## config.mk

```make
export PLATFORM = sky130hd
export DESIGN_NAME = prime_factor_count
export DESIGN_NICKNAME = d
export VERILOG_FILES = /design/src/pfc_pkg.sv /design/src/prime_factor_count.sv /design/src/pfc_div.sv
export SDC_FILE = /design/constraint.sdc
export NUM_CORES = 1
export LEC_CHECK = 0
export BUFFER_PORTS_ARGS = -buffer_cell sky130_fd_sc_hd__buf_2
export CAP_MARGIN = 20
export CORE_UTILIZATION = 31
export CTS_BUF_LIST = sky130_fd_sc_hd__clkbuf_16
export DETAILED_ROUTE_END_ITERATION = 8
export PLACE_DENSITY = 0.44
export SKIP_CTS_REPAIR_TIMING = 1
export SYNTH_ARGS = -nofsm -noshare
export SYNTH_HDL_FRONTEND = slang
export SYNTH_SLANG_ARGS = --single-unit
```

## constraint.sdc

```tcl
create_clock -name clk -period 4.4 [get_ports clk]
set_input_delay 0 -clock clk [delete_from_list [all_inputs] [get_ports clk]]
set_output_delay 0 -clock clk [all_outputs]
set_load 0.05 [all_outputs]
```

## src/pfc_pkg.sv

```systemverilog
// Package for the prime factor counter: widths, state encoding and helper functions.
// Used by pfc_div and prime_factor_count; no dependencies of its own.
package pfc_pkg;

    // Width of the number to factor
    localparam int VALUE_BITS = 31;
    // Width of the result count
    localparam int COUNT_W    = 5;
    // Width of the divider bit counter (indexes quotient bits 0..VALUE_BITS-1)
    localparam int CNT_W      = $clog2(VALUE_BITS);

    localparam logic [COUNT_W-1:0] COUNT_MAX = {COUNT_W{1'b1}};

    typedef logic [VALUE_BITS-1:0] value_t;
    typedef logic [COUNT_W-1:0]    count_t;

    // Status returned by the divider to the sequencer
    typedef struct packed {
        logic done;
        logic rem_zero;
    } pfc_div_status_t;

    typedef enum logic [1:0] {
        S_IDLE,
        S_LAUNCH,
        S_WAIT,
        S_FINISH
    } pfc_state_t;

    // Increment a count, holding at the top value
    function automatic count_t sat_inc(input count_t x);
        count_t r;
        if (x == COUNT_MAX)
            r = x;
        else
            r = x + count_t'(1);
        return r;
    endfunction

endpackage

```

## src/prime_factor_count.sv

```systemverilog
// Top level of the prime factor counter: trial-division sequencer around pfc_div.
// Depends on pfc_pkg and pfc_div.
//
// Counts the prime factors of number, with multiplicity. An item is taken when start is
// high and busy is low; busy stays high until the result is out. The count appears on
// factor_count for exactly one cycle with done high and cannot be held off, so the
// receiver must take it in that cycle. Each trial division runs the bit-serial divider,
// which produces one quotient bit per cycle, between a launch state and a decision in
// the wait state. An item needs one trial division for each factor divided out plus
// one for each divisor tried up to the square root of what remains; 0 and 1 skip the
// divider entirely, and a 31-bit prime is the worst case.
// A new item may be started in the cycle that done is high.
module prime_factor_count
    import pfc_pkg::*;
(
    input  logic   clk,
    input  logic   rst_n,
    input  logic   start,
    input  value_t number,
    output logic   busy,
    output logic   done,
    output count_t factor_count
);

    pfc_state_t      state_reg, state_next;
    value_t          n_reg, n_next;
    value_t          d_reg, d_next;
    count_t          total_reg, total_next;
    logic            done_reg, done_next;
    count_t          result_reg, result_next;

    logic            div_go;
    value_t          div_q;
    pfc_div_status_t div_st;
    logic            accept;
    logic            past_root;

    assign accept    = start && (state_reg == S_IDLE);
    assign past_root = (d_reg > div_q);

    pfc_div u_div (
        .clk      (clk),
        .rst_n    (rst_n),
        .go       (div_go),
        .dividend (n_reg),
        .divisor  (d_reg),
        .quotient (div_q),
        .status   (div_st)
    );

    // Next state
    always_comb
    begin
        state_next = state_reg;
        case (state_reg)
            S_IDLE:
            begin
                if (start)
                    state_next = (number < value_t'(2)) ? S_FINISH : S_LAUNCH;
            end
            S_LAUNCH:
                state_next = S_WAIT;
            S_WAIT:
            begin
                if (div_st.done)
                    state_next = past_root ? S_FINISH : S_LAUNCH;
            end
            S_FINISH:
                state_next = S_IDLE;
            default:
                state_next = S_IDLE;
        endcase
    end

    // Datapath and outputs
    always_comb
    begin
        n_next      = n_reg;
        d_next      = d_reg;
        total_next  = total_reg;
        done_next   = 1'b0;
        result_next = result_reg;
        div_go      = 1'b0;
        case (state_reg)
            S_IDLE:
            begin
                if (start)
                begin
                    n_next     = number;
                    d_next     = value_t'(2);
                    total_next = '0;
                end
            end
            S_LAUNCH:
                div_go = 1'b1;
            S_WAIT:
            begin
                // Divide out a factor, or move to the next divisor
                if (div_st.done && !past_root)
                begin
                    if (div_st.rem_zero)
                    begin
                        n_next     = div_q;
                        total_next = sat_inc(total_reg);
                    end
                    else
                        d_next = d_reg + value_t'(1);
                end
            end
            S_FINISH:
            begin
                // What remains above one is itself prime
                done_next   = 1'b1;
                result_next = (n_reg > value_t'(1)) ? sat_inc(total_reg) : total_reg;
            end
            default:
                div_go = 1'b0;
        endcase
    end

    always_ff @(posedge clk or negedge rst_n)
    begin
        if (!rst_n)
        begin
            state_reg <= S_IDLE;
            done_reg  <= 1'b0;
        end
        else
        begin
            state_reg <= state_next;
            done_reg  <= done_next;
        end
    end

    always_ff @(posedge clk)
    begin
        n_reg      <= n_next;
        d_reg      <= d_next;
        total_reg  <= total_next;
        result_reg <= result_next;
    end

    assign busy         = (state_reg != S_IDLE);
    assign done         = done_reg;
    assign factor_count = result_reg;

    // Results never come in back-to-back cycles
    assert property (@(posedge clk) disable iff (!rst_n) done_reg |=> !done_reg)
        else $error("result strobe held for two cycles");

    // The divider only reports while the sequencer waits for it
    assert property (@(posedge clk) disable iff (!rst_n) div_st.done |-> state_reg == S_WAIT)
        else $error("divider result outside wait state");

    // Trial divisors start at two
    assert property (@(posedge clk) disable iff (!rst_n)
        (state_reg == S_WAIT) |-> (d_reg >= value_t'(2)))
        else $error("trial divisor below two");

    // Zero and one go straight to the finish state and give a count of zero
    assert property (@(posedge clk) disable iff (!rst_n)
        (accept && number < value_t'(2)) |=> ##1 (done_reg && result_reg == '0))
        else $error("zero or one did not yield an empty count");

endmodule

```

## src/pfc_div.sv

```systemverilog
// Bit-serial restoring divider: one quotient bit per cycle, VALUE_BITS quotient bits per division.
// Depends on pfc_pkg for widths and the status struct.
module pfc_div
    import pfc_pkg::*;
(
    input  logic            clk,
    input  logic            rst_n,
    input  logic            go,
    input  value_t          dividend,
    input  value_t          divisor,
    output value_t          quotient,
    output pfc_div_status_t status
);

    logic                 busy_reg, busy_next;
    logic                 done_reg, done_next;
    logic [CNT_W-1:0]     cnt_reg, cnt_next;
    value_t               dvd_reg, dvd_next;
    value_t               rem_reg, rem_next;
    value_t               dvs_reg, dvs_next;

    logic [VALUE_BITS:0]  trial;
    logic [VALUE_BITS:0]  diff;
    logic                 fits;

    // Shift in the next dividend bit and try the subtraction
    always_comb
    begin
        trial = {rem_reg, dvd_reg[VALUE_BITS-1]};
        diff  = trial - {1'b0, dvs_reg};
        fits  = (trial >= {1'b0, dvs_reg});
    end

    // Advance one quotient bit per cycle
    always_comb
    begin
        busy_next = busy_reg;
        done_next = 1'b0;
        cnt_next  = cnt_reg;
        dvd_next  = dvd_reg;
        rem_next  = rem_reg;
        dvs_next  = dvs_reg;
        if (go)
        begin
            busy_next = 1'b1;
            cnt_next  = CNT_W'(VALUE_BITS - 1);
            dvd_next  = dividend;
            rem_next  = '0;
            dvs_next  = divisor;
        end
        else if (busy_reg)
        begin
            rem_next = fits ? diff[VALUE_BITS-1:0] : trial[VALUE_BITS-1:0];
            dvd_next = {dvd_reg[VALUE_BITS-2:0], fits};
            cnt_next = cnt_reg - CNT_W'(1);
            if (cnt_reg == '0)
            begin
                busy_next = 1'b0;
                done_next = 1'b1;
            end
        end
    end

    always_ff @(posedge clk or negedge rst_n)
    begin
        if (!rst_n)
        begin
            busy_reg <= 1'b0;
            done_reg <= 1'b0;
            cnt_reg  <= '0;
        end
        else
        begin
            busy_reg <= busy_next;
            done_reg <= done_next;
            cnt_reg  <= cnt_next;
        end
    end

    // Payload needs no reset
    always_ff @(posedge clk)
    begin
        dvd_reg <= dvd_next;
        rem_reg <= rem_next;
        dvs_reg <= dvs_next;
    end

    assign quotient        = dvd_reg;
    assign status.done     = done_reg;
    assign status.rem_zero = (rem_reg == '0);

    // A new division is never launched on top of a running one
    assert property (@(posedge clk) disable iff (!rst_n) go |-> !busy_reg)
        else $error("divider launched while busy");

endmodule
```

* Word-level counts from Yosys, hierarchy flattened *
Cells that the tools add are included.

storage, ports and cells
  latch bits = 0
  output and inout bits = 7
  memories = 0
  ROM bits = 0
  logic and storage cells = 72
  memory bits (writable) = 0
  bits in registers = 175
  bits of input ports = 34

cells by class
  bitwise logic cells = 0
  $mul = 0
  reductions and logical operators = 11
  shift-type cells = 0
  muxes and demuxes = 32
  equal/unequal tests = 9
  add/sub/neg operators = 4
  magnitude comparators = 4
  divide/modulo/power cells = 0

operator list
  operator                                                     count
  2-to-1 mux 31 bit                                            9
  one-hot mux 31 bit (2 select lines)                          2
  2-to-1 mux 5 bit                                             7
  greater-or-equal comparator 32 x 31 -> 1 bit                 1
  adder 31 x 1 -> 31 bit, second input constant                1
  > comparator 31 x 1 -> 1 bit, second input constant          1
  > comparator 31 bit                                          1
  zero test 31 bit                                             1
  less-than comparator 31 x 2 -> 1 bit, second input constant  1
  subtractor 31 bit                                            1
  one-hot mux 5 bit (2 select lines)                           1
  2-to-1 mux 1 bit                                             8
  2-to-1 mux 2 bit                                             4
  != test 2 bit, second input constant                         4
  one-hot mux 2 bit (4 select lines)                           1
  AND reduction 4 bit                                          2
  nonzero test 2 bit                                           3
  adder 5 x 1 -> 5 bit, second input constant                  1
  == test 5 bit, second input constant                         1
  zero test 5 bit                                              1
  subtractor 5 x 1 -> 5 bit, second input constant             1
  == test 2 bit, second input constant                         2
  == test 2 x 1 -> 1 bit, second input constant                1
  zero test 2 bit                                              1
  other kinds (4)                                              4

* Depth between registers and ports, before layout *
Gate-level depths: netlist of run 1.

  word-level depth = 5
  depth in mapped cells = 13
  mapped depth without buffers = 11

* Hierarchy *
From an unflattened synthesis of run 1, not the netlist that was laid out.

unflattened totals
  cell total of the unflattened synthesis = 1,054
  area total of the unflattened synthesis = 10,456.3 sq um

modules (own cells, without submodules)
  module              cells an instance  area each (sq um)  times used  sequential area each (sq um)
  pfc_div             618                6,015.8            1           2,657.5
  prime_factor_count  436                4,440.5            1           2,237.1

* Least setup slack after synthesis of run 1 *
No wires, ideal clock.

  path kind = register -> register
  start point = register d_reg[16]
  end point = register n_reg[0], enable pin
  slack = 0.099 ns
  library setup time = 0.441 ns
  buffers on the path = 0
  data required time = 3.959 ns
  data arrival time = 3.860 ns
  clock period less this slack = 4.301 ns
  cell stages (with the launch flop) = 10
  cells stage by stage = edfxtp_1 -> ha_1 -> a21o_1 -> a21o_1 -> a21oi_1 -> o21ai_0 -> a221oi_1 -> a21oi_1 -> or4_1 -> a21oi_1

between the ends
  word-level cells in the longest chain between the ends = 5

ends and longest elaborated chain
  element                        RTL line                   RTL
  start, declared                prime_factor_count.sv:27   value_t d_reg, d_next;
  start signal, assigned         prime_factor_count.sv:138  d_reg <= d_next;
  > comparator 31 bit            prime_factor_count.sv:39   assign past_root = (d_reg > div_q);
  zero test 1 bit                prime_factor_count.sv:99   if (div_st.done && !past_root)
  logical AND 1 bit              prime_factor_count.sv:99
  != test 2 bit (no line)        -
  AND reduction 4 bit (no line)  -
  end signal, assigned           prime_factor_count.sv:137  n_reg <= n_next;
  end, declared                  prime_factor_count.sv:26   value_t n_reg, n_next;

Every way passes these cells.
A chain may end at the register's enable or synchronous reset.

* Worst setup path after layout of run 1 *
  start point = register d_reg[4]
  end point = register n_reg[22], enable pin

The elaborated chain is that of the path after synthesis.

==> flow_summary.json, run 1 <==
{
  "grt_max_degree": 62,
  "ant_nets": 0,
  "yosys.cell_types.count": 67,
  "die_h_um": 183,
  "floorplan.initialDensity": 0.318,
  "pin_count": 41,
  "root_buffer": "clkbuf_16",
  "syn_area_mm2": 0.0101,
  "tightest_slew_ps": 864,
  "clock_tree_from_tritoncts": "yes",
  "path_category_of_the_worst_min_delay_check": "in2reg",
  "synth-seq-area-share": 0.482,
  "minimum_clock_period_after_layout_ps": 3400,
  "max-vdd-ir-drop_uv": 323,
  "final_common_cell": "nand2_1",
  "detail_route.vias_per_cell": 5.06,
  "timing.setup.critical_path_class": "reg2reg",
  "num-fill-cells": 3274,
  "routed-via-count": 7934,
  "path_cells": "ha_1, a21o_1, a21o_1, a21oi_1, o21ai_0, a221oi_1, a21oi_1, or4_1, a21oi_4, buf_4",
  "dr.first_iter.drc_count": 442,
  "worstSetupStartpoint": "d_reg[4]",
  "synthesized_instance_count": 1062,
  "count_of_input_and_output_buffers": 40,
  "clock_sink_count": 175,
  "worst_skew_pair.late_latency_ps": 440,
  "grt_pass1_wl_um": 43000,
  "top_library_cells_by_usage_in_the_layout_fill_and_taps_aside": "nand2_1, edfxtp_1, o21ai_0",
  "grt-ovfl-total": 0,
  "arrival_ps": 3480,
  "chipWidth_um": 183,
  "critical_path.n_buffers_inverters": 1,
  "cpPeakStageDelay_ps": 500,
  "hpwl_um": 19300,
  "max-cap-violations": 0,
  "synth-edff-count": 134,
  "global_route.usage.total": 0.166,
  "timing.critical_path.to_type": "flip-flop",
  "endpoint_of_the_most_critical_register_to_register_path": "n_reg[22]",
  "holdWs_ps": 59.9,
  "fmaxAchievable_mhz": 294,
  "relSlewSlack": 0.424,
  "place_congestion": 0.814,
  "cts.clk_slew.worst_paths_ps": 80,
  "path_max_fanout": 36,
  "detail_route.first_pass.iterations": 5,
  "endpoint": "n_reg[22]",
  "cp_num_cells": 10,
  "min_period_over_period": 0.773,
  "timing_hold_violations_final": 0,
  "post_route_cells_drive_above_1_share": 0.0910,
  "r2r-start": "d_reg[4]",
  "finish.net_count": 1220,
  "final-setup-viol-count": 0,
  "totalWireLength_um": 27100,
  "clock_tree.buffer_depth": 2,
  "post-route-drc-count": 0,
  "dpl.cell_count": 1502,
  "totalNegativeSetupSlack_ps": 0,
  "post_drt_wl_per_cell_um": 17.3,
  "final_antenna_diode_count": 0,
  "critPathRequiredTime_ps": 4480,
  "critical_path.startpoint_type": "flip-flop",
  "largest_clock_skew_in_the_final_design_ps": 17.8,
  "core_mm2": 0.0319,
  "htree_levels": 4,
  "finish.instance_area_mm2": 0.0117,
  "syn_to_final_growth_pct": 15.4,
  "final_core_density": 0.367,
  "ys_warn_count": 0,
  "reg2reg_slack_ps": 1000,
  "average_size_of_a_mapped_cell_um2": 9.56,
  "final_max_slew_viol_count": 0,
  "ys_seq_elements": 175,
  "power_density_mw_per_mm2": 755,
  "outcome": "completed",
  "leakage_nw": 4.62,
  "syn-num-nets": 1163,
  "path_delay_family": "compound AO/OA/AOI/OAI gates",
  "proportion_of_synthesized_flip_flops_having_asynchronous_set_or_reset": 0.0571,
  "first_global_vias": 7499,
  "post_layout_nonfiller_instances": 1567,
  "synthFlopType": "edfxtp_1",
  "fp.dieArea_mm2": 0.0335,
  "placed_area_mm2": 0.0108,
  "row_count": 65,
  "tritoncts.num_buffers": 17,
  "rr_worst_depth": 10,
  "cp_slowest_cell": "edfxtp_1",
  "grt_antenna_before_repair": 1,
  "unrepaired_setup_endpoints_after_global_routing": "false"
}
synthesized netlist by cell type, types with 2 or more instances:
cell | count | area (um^2)
a211oi_1 | 4 | 30.0
a21boi_0 | 2 | 15.0
a21o_1 | 31 | 233
a21oi_1 | 63 | 315
a21oi_2 | 2 | 17.5
a2bb2oi_1 | 4 | 35.0
a31oi_1 | 27 | 169
and2_1 | 5 | 31.3
and3_1 | 9 | 56.3
and4_1 | 2 | 17.5
buf_2 | 9 | 45.0
buf_6 | 3 | 33.8
clkbuf_1 | 32 | 120
dfrtp_1 | 10 | 250
dfxtp_1 | 31 | 621
edfxtp_1 | 134 | 4020
ha_1 | 66 | 826
inv_1 | 77 | 289
mux2i_1 | 2 | 20.0
nand2_1 | 157 | 589
nand2b_1 | 4 | 25.0
nand3_1 | 25 | 125
nand4_1 | 30 | 188
nor2_1 | 49 | 184
nor2b_1 | 4 | 25.0
nor3_1 | 15 | 75.1
nor4_1 | 24 | 150
o2111ai_1 | 3 | 26.3
o211ai_1 | 6 | 45.0
o21a_1 | 10 | 75.1
o21ai_0 | 113 | 566
o21ai_1 | 4 | 20.0
o22ai_1 | 2 | 12.5
o31a_1 | 2 | 17.5
o31ai_1 | 2 | 15.0
o32ai_1 | 3 | 26.3
or2_2 | 5 | 31.3
or3_1 | 17 | 106
or4_1 | 3 | 22.5
xnor2_1 | 22 | 193
xor2_1 | 23 | 201
worst min-delay path by stage:
stage,cells after the start,from,to,slack (ps)
floorplan,0,rst_n,done,-300
global placement,1,rst_n,done,-90
detailed placement,1,rst_n,done,-90
CTS,1,rst_n,u_div.done_reg,-560
global route,3,number[30],n_reg[30],90
finish,3,number[30],n_reg[30],60
worst register-to-register path, stage by stage (launching register included):
cell      delay [ps]
edfxtp_1         500
ha_1             350
a21o_1           160
a21o_1           160
a21oi_1          160
o21ai_0          130
a221oi_1         300
a21oi_1          170
or4_1            480
a21oi_4          160
buf_4            430
cells by family (layout without fill, tap and decap cells):
group	Yosys count	in the layout	share of synthesized area
multiplexers	3	3	0.00308
AO/OA/AOI/OAI	293	293	0.177
flip-flops	175	175	0.482
XOR/XNOR	45	45	0.0388
buffers and inverters	122	192	0.0484
adder cells (fa/ha/maj)	67	67	0.0833
AND/OR/NAND/NOR	357	357	0.167
metal layers:
layer  global-route usage  wire length [um]
met1                0.244             13700
met2                0.259             12300
met3               0.0268               868
met4               0.0310               144
met5                    0                 0
layout make-up:
class | instances | area (um^2) | share of cell area
clock buffers | 17 | 425 | 0.0363
clock inverters | 15 | 169 | 0.0144
inverters | 77 | 289 | 0.0247
multi-input cells | 765 | 4780 | 0.408
flip-flops and latches | 175 | 4890 | 0.418
well taps | 435 | 544 | 0.0465
repair buffers | 83 | 606 | 0.0517
power by group:
part	internal, W	switching, W	total [W]
combinational	0.00159	0.00264	0.00423
clock	0.000767	0.000774	0.00154
sequential	0.00261	0.000462	0.00307
stage by stage:
stage,worst slack (ps),total power (W)
floorplan,99.3,0.00623
global placement,1050,0.00734
detailed placement,1060,0.00734
CTS,1040,0.00892
global route,826,0.00962
finish,999,0.00884
Power figures use the tool's default switching activity.
==> run 2, diff against run 1 <==
--- a/config.mk
+++ b/config.mk
@@ -5,12 +5,13 @@
 export SDC_FILE = /design/constraint.sdc
 export NUM_CORES = 1
 export LEC_CHECK = 0
+export ABC_AREA = 1
 export BUFFER_PORTS_ARGS = -buffer_cell sky130_fd_sc_hd__buf_2
 export CAP_MARGIN = 20
 export CORE_UTILIZATION = 31
 export CTS_BUF_LIST = sky130_fd_sc_hd__clkbuf_16
 export DETAILED_ROUTE_END_ITERATION = 8
-export PLACE_DENSITY = 0.44
+export PLACE_DENSITY = 0.43
 export SKIP_CTS_REPAIR_TIMING = 1
 export SYNTH_ARGS = -nofsm -noshare
 export SYNTH_HDL_FRONTEND = slang
==> constraint.sdc (replaced) <==
create_clock -name clk -period 3.2 [get_ports clk]
set_input_delay 0 -clock clk [delete_from_list [all_inputs] [get_ports clk]]
set_output_delay 0 -clock clk [all_outputs]
set_load 0.05 [all_outputs]
==> run 2 against run 1 <==
  * The run now ends with hold timing left
  * Sequential power down 21%
  * Clock skew down 10 ps
  * Register-to-register slack worse by 420 ps
  * Non-clock buffer count up 2
  * Cell count up 32%
  * Critical path type unchanged
  * Largest power group is now sequential cells
==> flow_summary.json, run 2 <==
{
  "outcome": "finished, violations left",
  "violations": "hold timing",
  "detail_route.first_pass.iterations": 5,
  "reg2reg_slack_ps": 580,
  "clock_tree_from_tritoncts": "yes",
  "max-cap-violations": 0,
  "timing.setup.critical_path_class": "reg2reg",
  "timing_hold_violations_final": 1,
  "min_period_over_period": 0.820,
  "tritoncts.num_buffers": 17,
  "die_h_um": 194,
  "critical_path.startpoint_type": "flip-flop",
  "clock_sink_count": 175,
  "holdWs_ps": -37.0,
  "synth-edff-count": 134,
  "synthesized_instance_count": 1518,
  "post_drt_wl_per_cell_um": 15.0,
  "cts.clk_slew.worst_paths_ps": 70,
  "fp.dieArea_mm2": 0.0376,
  "path_category_of_the_worst_min_delay_check": "in2reg",
  "clock_tree.buffer_depth": 2,
  "ys_seq_elements": 175,
  "final_common_cell": "nand2_1",
  "detail_route.vias_per_cell": 4.60,
  "chipWidth_um": 194,
  "most_used_standard_cells_in_the_synthesized_netlist": "nand2_1, inv_1, edfxtp_1",
  "final_antenna_diode_count": 0,
  "final-setup-viol-count": 0,
  "relSlewSlack": 0.577,
  "synth.most_common_cell": "nand2_1",
  "ant_nets": 0,
  "fmaxAchievable_mhz": 381,
  "totalNegativeSetupSlack_ps": 0,
  "minimum_clock_period_after_layout_ps": 2620,
  "synthFlopType": "edfxtp_1",
  "row_count": 69,
  "grt_pass1_wl_um": 49600,
  "power_density_mw_per_mm2": 350,
  "finish.net_count": 1691,
  "top_library_cells_by_usage_in_the_layout_fill_and_taps_aside": "nand2_1, inv_1, edfxtp_1",
  "hpwl_um": 24100,
  "floorplan.initialDensity": 0.318,
  "grt_antenna_before_repair": 0,
  "post-route-drc-count": 0,
  "syn_to_final_growth_pct": 14.5,
  "count_of_input_and_output_buffers": 40,
  "syn-num-nets": 1619,
  "leakage_nw": 6.08,
  "grt-ovfl-total": 0,
  "critPathRequiredTime_ps": 3500,
  "num-fill-cells": 3853,
  "routed-via-count": 9487,
  "root_buffer": "clkbuf_16",
  "worst_skew_pair.late_latency_ps": 430,
  "synth_top_area_share": 0.352,
  "tightest_slew_ps": 635,
  "largest_clock_skew_in_the_final_design_ps": 7.67,
  "yosysTopAreaCell": "edfxtp_1",
  "unrepaired_setup_endpoints_after_global_routing": "false",
  "max-vdd-ir-drop_uv": 282,
  "average_size_of_a_mapped_cell_um2": 7.53,
  "synth_area_leaders": "edfxtp_1, nand2_1, inv_1",
  "grt_max_degree": 62,
  "final_max_slew_viol_count": 0,
  "post_route_cells_drive_above_1_share": 0.0811,
  "global_route.usage.total": 0.169,
  "path_max_fanout": 31,
  "first_global_vias": 9118,
  "place_congestion": 0.828,
  "proportion_of_synthesized_flip_flops_having_asynchronous_set_or_reset": 0.0571,
  "dr.first_iter.drc_count": 467,
  "timing.final.ws_setup_ps": 578,
  "pin_count": 41,
  "dp_slack_ps": 547,
  "core_mm2": 0.0359,
  "yosys.cell_types.count": 48,
  "htree_levels": 4,
  "syn_area_mm2": 0.0114,
  "ys_warn_count": 0,
  "arrival_ps": 2920,
  "totalWireLength_um": 31100,
  "timing.critical_path.to_type": "flip-flop",
  "synth-seq-area-share": 0.428
}
-- run 2: cell types whose count changed after synthesis, sizes merged, moves of 19 or more --
cell	change
a21o	-28
inv	+200
xor2	-20
a31oi	-25
nor3	+19
o21ai	-30
nor2	+61
nand3	+72
nand2	+323
-- run 2: area by class of cell --
type,count,area (um^2),area share
Sequential cell,175,4890,0.374
Multi-Input combinational cell,1029,5340,0.408
Inverter,282,1060,0.0809
Clock buffer,17,425,0.0325
Clock inverter,15,153,0.0117
Timing Repair Buffer,85,643,0.0491
Tap cell,461,577,0.0441
-- run 2: worst paths after layout --
| path | start | to | depth (start not counted) |
|---|---|---|---|
| worst max register to register | u_div.quotient[30] | u_div.rem_reg[9] | 15 |
| max in group asynchronous | rst_n | state_reg[1] | 3 |
| worst min register to register | u_div.rem_reg[20] | u_div.rem_reg[20] | 2 |
| worst min-delay path | number[27] | n_reg[27] | 3 |
| worst max-delay path | u_div.quotient[30] | u_div.rem_reg[9] | 15 |
| min in group asynchronous | rst_n | u_div.cnt_reg[0] | 3 |
-- run 2: through the flow --
stage / power, W / hold slack (ps) / instances / util / instance area, um^2
after global placement: 0.00249 / -113 / 2000 / 0.339 / 12200
after detailed placement: 0.00249 / -120 / 2000 / 0.339 / 12200
final: 0.00458 / -37.0 / 2064 / 0.364 / 13100
after global routing: 0.00471 / 4.67 / 2064 / 0.364 / 13100
after CTS: 0.00460 / -595 / 2032 / 0.355 / 12800
after floorplan: 0.00246 / -296 / 1518 / - / 11400
-- run 2: power breakdown --
group	internal (W)	switching, W	total [W]
combinational	0.0000413	0.0000208	0.0000621
sequential	0.00241	0	0.00241
clock	0.00121	0.000898	0.00211
-- run 2: critical path, cell delays in order (launching register included) --
cell and delay [ps]:
edfxtp_1 320, inv_1 130, ha_1 260, fa_1 410, inv_1 100, nand3_1 110, nand2_4 120, nand2_2 70
nand2_4 80, nand2_2 60, nand3_2 70, nand2_4 150, nand2_4 360, nand2_1 90, nand3_1 80, o21ai_1 70
-- run 2: per-layer routing --
metal / share of wire / up-vias / wire length [um] / global-route usage
met3: 0.026 / 20 / 805 / 0.0204
met5: 0 / - / 0 / 0
met4: 0.013 / 0 / 399 / 0.0409
met1: 0.51 / 4298 / 15800 / 0.241
met2: 0.45 / 132 / 14100 / 0.272
li1: - / 5037 / - / -
-- run 2: logic make-up (layout without fill, tap and decap cells) --
family	Yosys count	in the layout	share of synthesized area
AND/OR/NAND/NOR	792	792	0.305
buffers and inverters	314	399	0.107
AO/OA/AOI/OAI	151	151	0.0708
multiplexers	1	1	0.000876
flip-flops	175	175	0.428
XOR/XNOR	18	18	0.0138
adder cells (fa/ha/maj)	67	67	0.0740
==> run 3, diff against run 2 <==
--- a/config.mk
+++ b/config.mk
@@ -11,7 +11,7 @@
 export CORE_UTILIZATION = 31
 export CTS_BUF_LIST = sky130_fd_sc_hd__clkbuf_16
 export DETAILED_ROUTE_END_ITERATION = 8
-export PLACE_DENSITY = 0.43
+export PLACE_DENSITY = 0.44
 export SKIP_CTS_REPAIR_TIMING = 1
 export SYNTH_ARGS = -nofsm -noshare
 export SYNTH_HDL_FRONTEND = slang
==> constraint.sdc (replaced) <==
create_clock -name clk -period 2.2 [get_ports clk]
set_input_delay 0 -clock clk [delete_from_list [all_inputs] [get_ports clk]]
set_output_delay 0 -clock clk [all_outputs]
set_load 0.05 [all_outputs]
==> run 3 against run 2 <==
  * Combinational power increased by 49%
  * The flow finishes with violations (hold timing, setup timing)
  * Via count rose by 8.0%
  * Largest power group unchanged
  * Critical endpoint is now u_div.rem_reg[16]
  * Clock skew grew 8.5 ps
  * Critical path depth unchanged
  * Register-to-register slack got worse by 590 ps
  * Sequential cell count did not move
  * Global-route usage is 0.92 points higher
  * Cell area is 16% higher
==> flow_summary.json, run 3 (same netlist as run 2, synthesis figures left out) <==
{
  "outcome": "finished, violations left",
  "violations": "hold timing, setup timing",
  "pin_count": 41,
  "chipWidth_um": 194,
  "min_period_over_period": 1.00,
  "arrival_ps": 2530,
  "worst_skew_pair.late_latency_ps": 440,
  "final_max_slew_viol_count": 0,
  "tritoncts.num_buffers": 17,
  "cts.clk_slew.worst_paths_ps": 70,
  "max-cap-violations": 0,
  "die_h_um": 194,
  "finish.instance_area_mm2": 0.0152,
  "totalWireLength_um": 34100,
  "final-setup-viol-count": 1,
  "first_global_vias": 9821,
  "relSlewSlack": 0.654,
  "largest_clock_skew_in_the_final_design_ps": 16.1,
  "dr.first_iter.drc_count": 530,
  "minimum_clock_period_after_layout_ps": 2210,
  "comb_power_share": 0.014,
  "timing.critical_path.to_type": "flip-flop",
  "path_category_of_the_worst_min_delay_check": "in2reg",
  "grt_max_degree": 55,
  "top_library_cells_by_usage_in_the_layout_fill_and_taps_aside": "nand2_1, inv_1, buf_4",
  "clock_tree_from_tritoncts": "yes",
  "total_switching_power_w": 0.00138,
  "fmaxAchievable_mhz": 453,
  "tightest_slew_ps": 519,
  "holdWs_ps": -25.2,
  "area_of_the_multi_input_gates_mm2": 0.00603,
  "grt-ovfl-total": 0,
  "clock_tree.buffer_depth": 2,
  "floorplan.initialDensity": 0.318,
  "timing.setup.critical_path_class": "reg2reg",
  "global_route.usage.total": 0.178,
  "placed_area_mm2": 0.0133,
  "post_route_cells_drive_above_1_share": 0.239,
  "post-route-drc-count": 0,
  "cell_internal_pwr_w": 0.00524,
  "fp.dieArea_mm2": 0.0376,
  "core_mm2": 0.0359,
  "max-vdd-ir-drop_uv": 481,
  "leakage_nw": 6.94,
  "critPathRequiredTime_ps": 2530,
  "timing.final.ws_setup_ps": -8.91,
  "power_density_mw_per_mm2": 435,
  "row_count": 69,
  "routed-via-count": 10200,
  "grt_antenna_before_repair": 0,
  "clock_sink_count": 175,
  "num-fill-cells": 3669,
  "final_common_cell": "nand2_1",
  "clock_power_share": 0.457,
  "syn_to_final_growth_pct": 33.4,
  "grt_pass1_wl_um": 52300,
  "post_drt_wl_per_cell_um": 15.3,
  "unrepaired_setup_endpoints_after_global_routing": "true",
  "sequentialPowerShare": 0.529,
  "timing_hold_violations_final": 1,
  "critical_path.startpoint_type": "flip-flop",
  "final-seq-area_mm2": 0.00490,
  "path_max_fanout": 6,
  "ant_nets": 0,
  "htree_levels": 4,
  "count_of_input_and_output_buffers": 40,
  "post_layout_nonfiller_instances": 2224,
  "detail_route.first_pass.iterations": 7,
  "root_buffer": "clkbuf_16",
  "final_antenna_diode_count": 0,
  "place_congestion": 0.852,
  "hpwl_um": 25500,
  "dpl.cell_count": 2136,
  "detail_route.vias_per_cell": 4.61,
  "power_switching_share": 0.209,
  "finish.net_count": 1851
}
==> run 3: cell count changes in the layout (fill, tap and decap cells not counted), moves of 17 or more <==
cell / before / now
nand2_2: 8 / 35
ha_4: 0 / 17
nand2_1: 469 / 426
ha_1: 66 / 46
buf_4: 11 / 149
nand3_2: 2 / 31
nand3_1: 96 / 64
==> run 3: metrics by stage <==
stage,TNS [ps],total power (W),worst slack (ps),hold WS (ps),util
CTS,-10310,0.00666,-169,-591,0.387
finish,-8.91,0.00663,-8.91,-25.2,0.424
global route,-9330,0.00685,-120,7.60,0.424
global placement,-6600,0.00363,-123,-109,0.371
detailed placement,-8560,0.00363,-155,-113,0.371
floorplan,-10810,0.00358,-234,-296,-
==> run 3: final timing paths <==
kind / end / slack (ps) / cells after the start / start
worst max register to register: u_div.rem_reg[16] / -9 / 15 / u_div.dvs_reg[0]
worst max-delay path: u_div.rem_reg[16] / -9 / 15 / u_div.dvs_reg[0]
worst min register to register: u_div.rem_reg[19] / 470 / 2 / u_div.rem_reg[19]
worst min-delay path: n_reg[15] / -30 / 3 / number[15]
max in group asynchronous: state_reg[0] / 1290 / 3 / rst_n
min in group asynchronous: u_div.cnt_reg[1] / 570 / 3 / rst_n
==> run 3: power by group through the flow <==
stage | Clock [W] | Sequential (W) | Combinational, W
3_3_place_gp | 0 | 0.00358 | 0.0000457
2_1_floorplan | 0 | 0.00358 | 0.00000413
5_1_grt | 0.00324 | 0.00350 | 0.000101
3_5_place_dp | 0 | 0.00358 | 0.0000469
4_1_cts | 0.00311 | 0.00351 | 0.0000470
6_report | 0.00303 | 0.00351 | 0.0000926
==> run 3: cell type report <==
type | count | share of cell area
Clock inverter | 13 | 0.00632
Multi-Input combinational cell | 1029 | 0.396
Timing Repair Buffer | 245 | 0.138
Clock buffer | 19 | 0.0312
Sequential cell | 175 | 0.321
Tap cell | 461 | 0.0378
Inverter | 282 | 0.0698
==> run 3: critical path, cell delays in order, from the launching register on <==
cell,delay (ps)
edfxtp_1,430
ha_4,190
fa_2,360
inv_2,70
nand3_2,80
nand2_4,90
nand2_4,50
nand2_4,80
nand2_4,60
nand3_4,80
nand2_8,100
nand2_8,150
clkbuf_16,190
nand2_4,50
nand3_2,60
nand2_1,60
==> run 3: layer usage <==
| metal | track usage | routed length, um | vias up |
|---|---|---|---|
| met5 | 0 | 0 | - |
| met4 | 0.0520 | 727 | 0 |
| met3 | 0.0217 | 797 | 32 |
| met2 | 0.297 | 16100 | 155 |
| met1 | 0.242 | 16500 | 4715 |
| li1 | - | - | 5347 |
